===== config.mk =====
export PLATFORM = sky130hd
export DESIGN_NAME = ppu_front
export DESIGN_NICKNAME = d
export VERILOG_FILES = /design/src/design/ppu_pkg.sv /design/src/design/ppu_front.sv
export SDC_FILE = /design/constraint.sdc
export NUM_CORES = 1
export LEC_CHECK = 0
export ABC_AREA = 1
export BUFFER_PORTS_ARGS = -buffer_cell sky130_fd_sc_hd__buf_4
export CAP_MARGIN = 25
export CORE_AREA = 3 3 201 203
export DETAILED_ROUTE_END_ITERATION = 7
export DIE_AREA = 0 0 204 206
export GPL_ROUTABILITY_DRIVEN = 1
export GPL_TIMING_DRIVEN = 0
export PLACE_DENSITY = 0.71
export SYNTH_ARGS = -nofsm -noshare
export SYNTH_HDL_FRONTEND = slang
export SYNTH_SLANG_ARGS = --single-unit

===== constraint.sdc =====
create_clock -name clock -period 32.2 [get_ports clock]
set_input_delay 3.22 -clock clock [delete_from_list [all_inputs] [get_ports clock]]
set_output_delay 3.22 -clock clock [all_outputs]
set_load 0.1 [all_outputs]

===== src/design/ppu_pkg.sv =====
// ----------------------------------------------------------------------------
// ppu_pkg
// Shared types, codes and arithmetic helpers of the particle pool update core.
// ----------------------------------------------------------------------------
package ppu_pkg;

   localparam int PPU_POOL_SIZE = 64;
   localparam int PPU_QUEUE_DEPTH = 2;

   typedef enum logic [1:0] {
      KIND_TICK  = 2'd0,
      KIND_SPAWN = 2'd1,
      KIND_CLEAR = 2'd2,
      KIND_NONE  = 2'd3
   } kind_type;

   localparam logic [2:0] STAT_SPAWNED  = 3'd0;
   localparam logic [2:0] STAT_FULL     = 3'd1;
   localparam logic [2:0] STAT_SURVIVOR = 3'd2;
   localparam logic [2:0] STAT_NONE     = 3'd3;
   localparam logic [2:0] STAT_CLEARED  = 3'd4;

   typedef struct packed {
      logic signed [31:0] pos_x;
      logic signed [31:0] pos_y;
      logic signed [31:0] vel_x;
      logic signed [31:0] vel_y;
      logic signed [31:0] force_x;
      logic signed [31:0] force_y;
      logic [30:0]        life;
   } particle_type;

   typedef struct packed {
      kind_type     kind;
      logic [30:0]  delta_time;
      particle_type part;
   } cmd_type;

   typedef struct packed {
      logic [2:0]         status;
      logic [5:0]         slot;
      logic signed [31:0] pos_x;
      logic signed [31:0] pos_y;
      logic [30:0]        life_left;
      logic [6:0]         alive_count;
      logic               last;
   } res_type;

   // signed Q16.16 times unsigned Q15.16 step, floor shift by 16
   function automatic logic signed [46:0] mul_dt(input logic signed [31:0] a,
                                                 input logic [30:0] dt);
      logic signed [63:0] p;
      p = a * $signed({1'b0, dt});
      return p[62:16];
   endfunction

   function automatic logic signed [31:0] sat32(input logic signed [47:0] v);
      logic signed [47:0] max_v;
      logic signed [47:0] min_v;
      max_v = 48'sh0000_7FFF_FFFF;
      min_v = -48'sh0000_8000_0000;
      if (v > max_v) begin
         return 32'sh7FFF_FFFF;
      end else if (v < min_v) begin
         return 32'sh8000_0000;
      end
      return v[31:0];
   endfunction

endpackage


===== src/design/ppu_front.sv =====
// ----------------------------------------------------------------------------
// ppu_front
// Accepts request items, drops unused kinds and queues commands for the engine.
// ----------------------------------------------------------------------------
module ppu_front
   import ppu_pkg::*;
(
   input  logic    clock,
   input  logic    reset,
   input  logic    req_valid,
   output logic    req_ready,
   input  cmd_type req_cmd,
   output logic    cmd_valid,
   input  logic    cmd_ready,
   output cmd_type cmd
);

   localparam int PTR_W = $clog2(PPU_QUEUE_DEPTH);
   localparam int CNT_W = $clog2(PPU_QUEUE_DEPTH + 1);

   cmd_type          queue_ff [PPU_QUEUE_DEPTH];
   logic [PTR_W-1:0] wr_ptr_ff, wr_ptr_in;
   logic [PTR_W-1:0] rd_ptr_ff, rd_ptr_in;
   logic [CNT_W-1:0] count_ff, count_in;
   logic             push;
   logic             pop;

   assign req_ready = (count_ff != CNT_W'(PPU_QUEUE_DEPTH));
   assign push      = req_valid && req_ready && (req_cmd.kind != KIND_NONE);
   assign cmd_valid = (count_ff != '0);
   assign pop       = cmd_valid && cmd_ready;
   assign cmd       = queue_ff[rd_ptr_ff];

   always_comb begin
      wr_ptr_in = wr_ptr_ff;
      rd_ptr_in = rd_ptr_ff;
      count_in  = count_ff;
      if (push) begin
         wr_ptr_in = (wr_ptr_ff == PTR_W'(PPU_QUEUE_DEPTH - 1)) ? '0 : wr_ptr_ff + 1'b1;
      end
      if (pop) begin
         rd_ptr_in = (rd_ptr_ff == PTR_W'(PPU_QUEUE_DEPTH - 1)) ? '0 : rd_ptr_ff + 1'b1;
      end
      if (push && !pop) begin
         count_in = count_ff + 1'b1;
      end else if (pop && !push) begin
         count_in = count_ff - 1'b1;
      end
   end

   always_ff @(posedge clock) begin
      if (reset) begin
         wr_ptr_ff <= '0;
         rd_ptr_ff <= '0;
         count_ff  <= '0;
      end else begin
         wr_ptr_ff <= wr_ptr_in;
         rd_ptr_ff <= rd_ptr_in;
         count_ff  <= count_in;
      end
   end

   always_ff @(posedge clock) begin
      if (push) begin
         queue_ff[wr_ptr_ff] <= req_cmd;
      end
   end

endmodule


=== Yosys cells after proc, flatten, opt, wreduce, memory -nomap -nowiden ===
Memories as Yosys holds them, arrays and structs flattened. A register that Yosys moved wholly into a read port is not among the register bits.
Index checks and enable logic that the tools add are counted.

* Flip-flop bits (word level): 4
* Memory bits (writable): 512
* Input bits: 260
* Output and inout bits: 258
* Logic and storage cells: 27
* Memories: 1

* Add/sub/neg operators: 4
* Equality and inequality tests: 2
* Muxes and demuxes: 8
* Reductions and logical operators: 9

{| class="wikitable"
|+ Memories
! name !! depth !! width !! read ports !! clocked after Yosys merged registers in !! write ports !! RTL line !! RTL
|-
| queue_ff || 2 || 256 || 1 || 1 || 1 || ppu_front.sv:21 || <nowiki>cmd_type queue_ff [PPU_QUEUE_DEPTH];</nowiki>
|}

{| class="wikitable"
|+ Operators by type and width
! cell !! count
|-
| $mux 1 || 6
|-
| $logic_and 1x1->1 || 5
|-
| $mux 2 || 2
|-
| $ne 2x2->1 const B || 2
|-
| $reduce_bool 2->1 || 2
|-
| $add 1x1->1 const B || 2
|-
| $add 2x1->2 const B || 1
|-
| $logic_not 1->1 || 2
|-
| $sub 2x1->2 const B || 1
|}

=== Depth between registers and ports, before layout ===
Gate-level depths: netlist of the first run.

* Depth after elaboration: 7
* Depth in mapped cells: 10
* Gate-level depth less buffers: 10

=== Worst setup path before layout of the first run ===
Ideal clock, no wire load.

* Kind: input to register
* Start: input port req_cmd[254] (netlist name)
* End: memory queue_ff[0][0] (netlist name) (enable)
* Setup time: 1.188 ns
* Arrival: 20.530 ns
* Data required time: 31.012 ns
* Setup slack: 10.482 ns
* Stages: 3
* Buffers on the path: 0
* Path through: nand2_1 nand2_1 nor3_1

* Cells in the longest elaborated chain, start to end: 4

{| class="wikitable"
|+ Ends and longest elaborated chain
! item !! RTL line !! RTL
|-
| from (decl) || ppu_front.sv:12 || <nowiki>input cmd_type req_cmd,</nowiki>
|-
| $ne 2x2->1 || ppu_front.sv:29 || <nowiki>assign push = req_valid && req_ready && (req_cmd.kind != KIND_NONE);</nowiki>
|-
| $logic_and 1x1->1 || ppu_front.sv:29 ||
|-
| $mux 1 || ppu_front.sv:64 || <nowiki>if (push) begin</nowiki>
|-
| $mux 1 (not written as such) || ppu_front.sv:65 || <nowiki>queue_ff[wr_ptr_ff] <= req_cmd;</nowiki>
|-
| to (decl) || ppu_front.sv:21 ||
|}

No other way between the ends.

==> flow_summary.rst, run 1 <==
.. list-table::
   :header-rows: 1

   * - Metric
     - Value
   * - Netlist area before placement
     - 0.0188 mm²
   * - Crit Path Category
     - flop to output port
   * - Cells after Synth
     - 835
   * - Worst setup endpoint
     - cmd[179]
   * - Sequential cell area fraction in the yosys report
     - between 80 and 90%
   * - Endpoint of the worst register-to-register path
     - queue_ff[0][64]
   * - Number of buffers inserted during clock tree synthesis
     - 52
   * - Number of buffers on the longest clock path
     - 3
   * - Clock tree from TritonCTS
     - built
   * - Fraction of synthesized cell area taken by the top area cell type
     - 81.7%
   * - Max transition margin
     - a little under three fifths
   * - Crit share post-route
     - 16.5%
   * - Highest attainable clock frequency
     - 0.188 GHz
   * - Classification of the worst-slack hold path
     - flop to flop
   * - Crit path capture type
     - output port
   * - Congestion Overflow GR
     - 0
   * - Post-CTS Setup Repair Bufs
     - 0
   * - Post-DP Area
     - 0.0237 mm²
   * - Number of ports placed on the die boundary
     - 518
   * - Area of the placeable core
     - 0.0386 mm²
   * - Net count of the mapped netlist
     - 1,096
   * - Remaining DRCs
     - 0
   * - Critical path data required time
     - 28,980 ps
   * - Estimated wirelength of the detail-placed design
     - 31,900 µm
   * - Number of levels the H-tree was split into
     - 2
   * - Total negative slack
     - 0 ps
   * - Iteration-0 DRC Markers
     - 490
   * - Startpoint of the lowest-slack register-to-register path
     - count_ff[1]
   * - Die outline area
     - 0.0420 mm²
   * - Number of global-route vias before repair
     - 10,500
   * - Pin count of the biggest net entering global routing
     - between 100 and 150
   * - Routed Wire Length
     - 43,800 µm
   * - Synth unique cells
     - 15
   * - Hold Buf Count CTS
     - 0
   * - Register-to-Register Path Depth
     - 9
   * - LEAKAGE
     - 9.40 nW
   * - Area Overhead vs Synth
     - 34.3%
   * - Max Clock Skew
     - 13.3 ps
   * - Max-cap violations
     - 0
   * - Flops & latches, synth
     - around 520
   * - Clock root buffer
     - clkbuf_16
   * - Post-Syn Area per Cell
     - 22.5 µm²
   * - Clock latency on the worst-skew pair
     - 570 ps
   * - Resized cells post-CTS
     - 0
   * - Slack of the worst reg-to-reg path
     - ~30,000 ps
   * - CTS Sinks
     - 517
   * - Antenna-violating nets left
     - 0
   * - Clock-pin slew on the worst setup and hold paths
     - 60 ps
   * - Result of the run
     - completed
   * - Hold slack final
     - around 520 ps
   * - Vertical die dimension
     - approximately 210 µm
   * - Global-route wire length before repair
     - roughly 63,000 µm
   * - Chip Width
     - 204 µm
   * - Via count
     - just under 10,000
   * - Vias/cell
     - 4.95
   * - Placement row count
     - 72
   * - Setup repair after global routing missed its margin
     - no
   * - Setup slack after placement
     - 26,850 ps
   * - First-pass iteration count of the detailed router
     - 4
   * - Layout Nets
     - 1,696
   * - Worst supply voltage drop on vdd
     - 0.0673 mV
   * - Number of hold violations in the final report
     - 0
   * - Actual slew at the worst max-slew pin
     - 670 ps
   * - Port bufs
     - 517
   * - Final weighted congestion of routability-driven global placement
     - 0.751
   * - Fill cell count
     - 2,659
   * - Max Fanout on Critical Path
     - 10
   * - Post-synthesis cell type with the largest combined area
     - edfxtp_1
   * - Combined global-route utilization of all metal layers
     - between 20% and 30%
   * - Max-slew violations
     - 0
   * - Hold Crit Start
     - wr_ptr_ff
   * - Number of warnings printed during yosys synthesis
     - 0
   * - Post-layout min period
     - between 5000 and 6000 ps
   * - Total setup violations reported at the end of the flow
     - 0
   * - Proportion of layout cells with a drive suffix above 1
     - about three fifths
   * - Critical path startpoint category
     - flop
   * - Setup WS post-layout
     - 26,890 ps
   * - Post-route cell area
     - 0.0253 mm²
   * - Cell types occupying the most area after synthesis
     - edfxtp_1 (82%), mux2_2 (15%), buf_6 (1.6%)
   * - Total power per unit cell area
     - around 95 mW/mm²
   * - Effective utilization at floorplan
     - around half
   * - Worst endpoint data arrival time
     - 2090 ps
   * - Final standard cell count with taps included and fillers excluded
     - 1,996
   * - WL per Instance
     - around 22 µm
   * - Antenna violations before repair
     - 3
   * - Count of placed standard cells including taps
     - 1,899
## sequential cells by signal (all words and copies together) (netlist names), named ones only
register	count
rd_ptr_ff	1
count_ff	2
wr_ptr_ff	1
queue_ff	512
## area by class of cell
type | count | area, µm² | area share, %
plain buffers | 28 | 305 | 1.21
well taps | 518 | 648 | 2.57
flip-flops and latches | 517 | 15500 | 61.3
clock inverters | 26 | 151 | 0.599
diodes | 2 | 5.00 | 0.0198
repair buffers | 546 | 4240 | 16.8
multi-input cells | 282 | 3000 | 11.9
clock buffers | 69 | 1390 | 5.49
inverters | 8 | 37.5 | 0.149
## layout by cell type, fill, tap and decap left out
cell type     n
a21oi_1       2
clkbuf_1     16
inv_1         7
nor2_1        7
diode_2       2
buf_6        48
nor3_2        1
buf_4       520
inv_8         2
buf_8         3
dfxtp_1       5
bufinv_16     1
clkbuf_16    53
buf_16        2
o21ai_0       1
clkinv_1     12
nand4_1       1
ha_1          1
buf_2         1
nand2_1      11
nand3_1       2
clkinv_2     10
clkinvlp_4    2
mux2_2      256
edfxtp_1    512
## cell families (layout without fill, tap and decap cells)
kind of cell | after synthesis | count (layout) | synth area share (%)
mux | 256 | 256 | 15.3
simple gates | 22 | 22 | 0.472
other cells | 0 | 2 | 0
compound gates | 3 | 3 | 0.0798
flops | 517 | 517 | 82.3
buf+inv | 36 | 677 | 1.78
fa+ha+maj | 1 | 1 | 0.0665
## worst min-delay path by stage
stage,cells after the start,endpoint
finish,2,wr_ptr_ff
global route,2,wr_ptr_ff
detailed placement,2,wr_ptr_ff
floorplan,2,flop
global placement,2,rd_ptr_ff
CTS,2,wr_ptr_ff
## cells in the mapped netlist, drive strengths merged
| cell | count |
|---|---|
| a21oi | 2 |
| buf | 28 |
| dfxtp | 5 |
| mux2 | 256 |
| nand3 | 2 |
| edfxtp | 512 |
| inv | 8 |
| nor2 | 7 |
| nand4 | 1 |
| o21ai | 1 |
| ha | 1 |
| nand2 | 11 |
| nor3 | 1 |
## where the power goes
| group | switching, mW | total (mW) | leakage [nW] | internal, mW |
|---|---|---|---|---|
| sequential | 0.0146 | 0.837 | 4.77 | 0.823 |
| combinational | 0.778 | 1.02 | 3.88 | 0.240 |
| clock | 0.236 | 0.546 | 0.750 | 0.310 |
## worst max-delay path, stage by stage, from the launching register on
cell and delay [ps]:
dfxtp_1 400, buf_6 260, buf_6 210, mux2_2 390, buf_4 240
## per-stage QoR
| stage | util [%] | total power, mW |
|---|---|---|
| 6_report | 65.4 | 2.40 |
| 5_1_grt | 65.4 | 2.48 |
| 4_1_cts | 65.3 | 2.43 |
| 3_5_place_dp | 61.4 | 1.88 |
| 3_3_place_gp | 60.4 | 1.92 |
| 2_1_floorplan | - | 1.69 |
## metal layers
layer	global-route usage [%]	routed length, µm
met1	22.0	15100
met3	8.17	4500
met5	0	11
met4	8.53	1660
met2	34.8	22500
Note: power is estimated with default switching activity, not from simulation.
==> inputs of run 2 (changes only) <==
--- a/config.mk
+++ b/config.mk
@@ -8,12 +8,12 @@
 export ABC_AREA = 1
 export BUFFER_PORTS_ARGS = -buffer_cell sky130_fd_sc_hd__buf_4
 export CAP_MARGIN = 25
-export CORE_AREA = 3 3 201 203
+export CORE_AREA = 3 3 200 202
 export DETAILED_ROUTE_END_ITERATION = 7
-export DIE_AREA = 0 0 204 206
+export DIE_AREA = 0 0 203 205
 export GPL_ROUTABILITY_DRIVEN = 1
 export GPL_TIMING_DRIVEN = 0
-export PLACE_DENSITY = 0.71
+export PLACE_DENSITY = 0.72
 export SYNTH_ARGS = -nofsm -noshare
 export SYNTH_HDL_FRONTEND = slang
 export SYNTH_SLANG_ARGS = --single-unit
==> constraint.sdc (replaced) <==
create_clock -name clock -period 5.1 [get_ports clock]
set_input_delay 0.51 -clock clock [delete_from_list [all_inputs] [get_ports clock]]
set_output_delay 0.51 -clock clock [all_outputs]
set_load 0.1 [all_outputs]
==> run 2 against run 1 <==
  * Register-to-register slack worse by 27000 ps
  * Utilization increased by 1.5 points
  * Clock-buffer cell count is 9 lower
  * Total power grew to 6.6 times the previous value
  * Via count rose by 0.40%
  * Sequential cell count stayed put
  * Die area is 0.97% lower
  * Critical path type is now flop to flop
  * Largest power group unchanged
==> flow_summary.rst, run 2 (same netlist as run 1, synthesis figures left out) <==
.. list-table::
   :header-rows: 1

   * - Metric
     - Value
   * - Register-to-Register Path Depth
     - 8
   * - Area Overhead vs Synth
     - 36.8%
   * - Estimated wirelength of the detail-placed design
     - 31,600 µm
   * - Sw power
     - 6.54 mW
   * - Actual slew at the worst max-slew pin
     - 678 ps
   * - Hold slack final
     - approximately 120 ps
   * - Remaining DRCs
     - 0
   * - Number of buffers inserted during clock tree synthesis
     - 51
   * - First-pass iteration count of the detailed router
     - 4
   * - Crit share post-route
     - between 50 and 60%
   * - Antenna-violating nets left
     - 0
   * - LEAKAGE
     - 9.58 nW
   * - Clock latency on the worst-skew pair
     - between 500 and 600 ps
   * - Post-route cell area
     - 0.0257 mm²
   * - Iteration-0 DRC Markers
     - 462
   * - Number of flip-flops under the largest register name
     - 512
   * - Via count
     - between 9,000 and 10,000
   * - Leading cell type in the layout, fill and taps excluded
     - buf_4
   * - Final standard cell count with taps included and fillers excluded
     - around 2,000
   * - Max Clock Skew
     - between 6 and 7 ps
   * - Fill cell count
     - 2,569
   * - Footprint of the multi-input gates
     - 0.00303 mm²
   * - Clock tree from TritonCTS
     - built
   * - Crit path capture type
     - flop
   * - Critical path startpoint category
     - flop
   * - Most used cells in the layout excluding fill and tap cells
     - buf_4 (518), edfxtp_1 (512), mux2_2 (256)
   * - Area of the placeable core
     - 0.0385 mm²
   * - Effective utilization at floorplan
     - ~50%
   * - Number of hold violations in the final report
     - 0
   * - Routed Wire Length
     - 43,400 µm
   * - Max Fanout on Critical Path
     - 39
   * - Result of the run
     - completed
   * - Slowest stage delay, CP
     - 490 ps
   * - Port bufs
     - around 520
   * - Vertical die dimension
     - 205 µm
   * - Power share of the combinational group
     - 41.3%
   * - Post-layout min period
     - 2620 ps
   * - Total setup violations reported at the end of the flow
     - 0
   * - Clock-pin slew on the worst setup and hold paths
     - 60 ps
   * - Clock network fraction of design power
     - 25.1%
   * - Post-DP Area
     - approximately 0.024 mm²
   * - Combined global-route utilization of all metal layers
     - 19.9%
   * - Classification of the worst-slack hold path
     - primary input to flop
   * - Max-cap violations
     - 0
   * - Cell occurring most often along the worst timing path
     - buf_12
   * - Number of global-route vias before repair
     - 10,600
   * - Worst supply voltage drop on vdd
     - slightly below 0.5 mV
   * - Max-slew violations
     - 0
   * - Antenna violations before repair
     - 3
   * - Post-CTS Setup Repair Bufs
     - 0
   * - Max transition margin
     - a little over half
   * - Total negative slack
     - 0 ps
   * - Final weighted congestion of routability-driven global placement
     - between 0.7 and 0.8
   * - Layout Nets
     - around 1,700
   * - Highest attainable clock frequency
     - about 0.38 GHz
   * - Pin count of the biggest net entering global routing
     - 40
   * - Die outline area
     - approximately 0.042 mm²
   * - Critical path data required time
     - 5410 ps
   * - Proportion of layout cells with a drive suffix above 1
     - 61.5%
   * - Congestion Overflow GR
     - 0
   * - Placement row count
     - 72
   * - Chip Width
     - 203 µm
   * - Share of total power in sequential cells
     - 33.6%
   * - Clock root buffer
     - clkbuf_16
   * - Total stage count of the critical path
     - 8
   * - Number of ports placed on the die boundary
     - 518
   * - Number of buffers on the longest clock path
     - 3
   * - Largest Register
     - queue_ff
   * - Slowest stage cell, crit path
     - clkinvlp_4
   * - Combined buffer and inverter count along the critical path
     - 5
   * - Number of levels the H-tree was split into
     - 2
   * - Top flop regs
     - queue_ff: 512 flops, count_ff: 2 flops
   * - Resized cells post-CTS
     - 0
   * - Cell depth of the worst hold path
     - 1
   * - Setup repair after global routing missed its margin
     - no
   * - Global-route wire length before repair
     - 62,200 µm
   * - CTS Sinks
     - 517
   * - Total internal power
     - a little over 9 mW
   * - Worst endpoint data arrival time
     - around 2900 ps
   * - Switching Fraction
     - 41.5%
   * - Worst path top cell family by delay
     - buffers and inverters
   * - Series of cell instances along the critical path
     - inv_1, nor2_1, nor2_1, nand2_1, clkinvlp_4, buf_12, buf_12, buf_12
   * - WL per Instance
     - roughly 22 µm
   * - Total power per unit cell area
     - 612 mW/mm²
   * - Hold Buf Count CTS
     - 0
   * - Vias/cell
     - 4.98
   * - Crit Path Category
     - flop to flop
   * - Sequential cell area
     - approximately 0.015 mm²
   * - Count of placed standard cells including taps
     - 1,895
run 2: cell type report:
type	count	share of cell area (%)
flip-flops and latches	517	60.1
clock buffers	60	5.26
clock inverters	34	1.71
plain buffers	28	1.19
repair buffers	542	17.3
multi-input cells	282	11.8
well taps	518	2.52
inverters	8	0.131
diodes	2	0.0194
run 2: power by group through the flow:
| stage | clock network (mW) | registers, mW | logic [mW] |
|---|---|---|---|
| floorplan | 0 | 5.44 | 5.07 |
| global placement | 0 | 5.51 | 6.34 |
| detailed placement | 0 | 5.38 | 6.55 |
| CTS | 4.04 | 5.29 | 6.56 |
| global route | 4.20 | 5.32 | 6.69 |
| finish | 3.96 | 5.29 | 6.51 |
run 2: path summary, 6_finish.rpt:
path | slack (ps) | startpoint | end
max | 2480 | count_ff[1] | queue_ff[1][27]
min | 120 | req_cmd[238] | queue_ff[1][238]
max reg2reg | 2480 | count_ff[1] | queue_ff[1][27]
min reg2reg | 510 | rd_ptr_ff | rd_ptr_ff
run 2: layer usage:
| layer | vias up | part of all wire, % | GRT usage [%] |
|---|---|---|---|
| met2 | 391 | 51 | 34.5 |
| li1 | 4519 | - | - |
| met1 | 4903 | 35 | 21.9 |
| met5 | - | 0.030 | 0 |
| met4 | 2 | 4.0 | 8.66 |
| met3 | 103 | 10 | 7.90 |
run 2: per-stage QoR:
stage	worst slack, ps	total power, mW	utilization (%)
2_1_floorplan	-2040	10.5	-
3_3_place_gp	-5600	11.8	60.8
3_5_place_dp	2280	11.9	62.2
4_1_cts	2430	15.9	66.9
5_1_grt	2320	16.2	66.9
6_report	2480	15.8	66.9
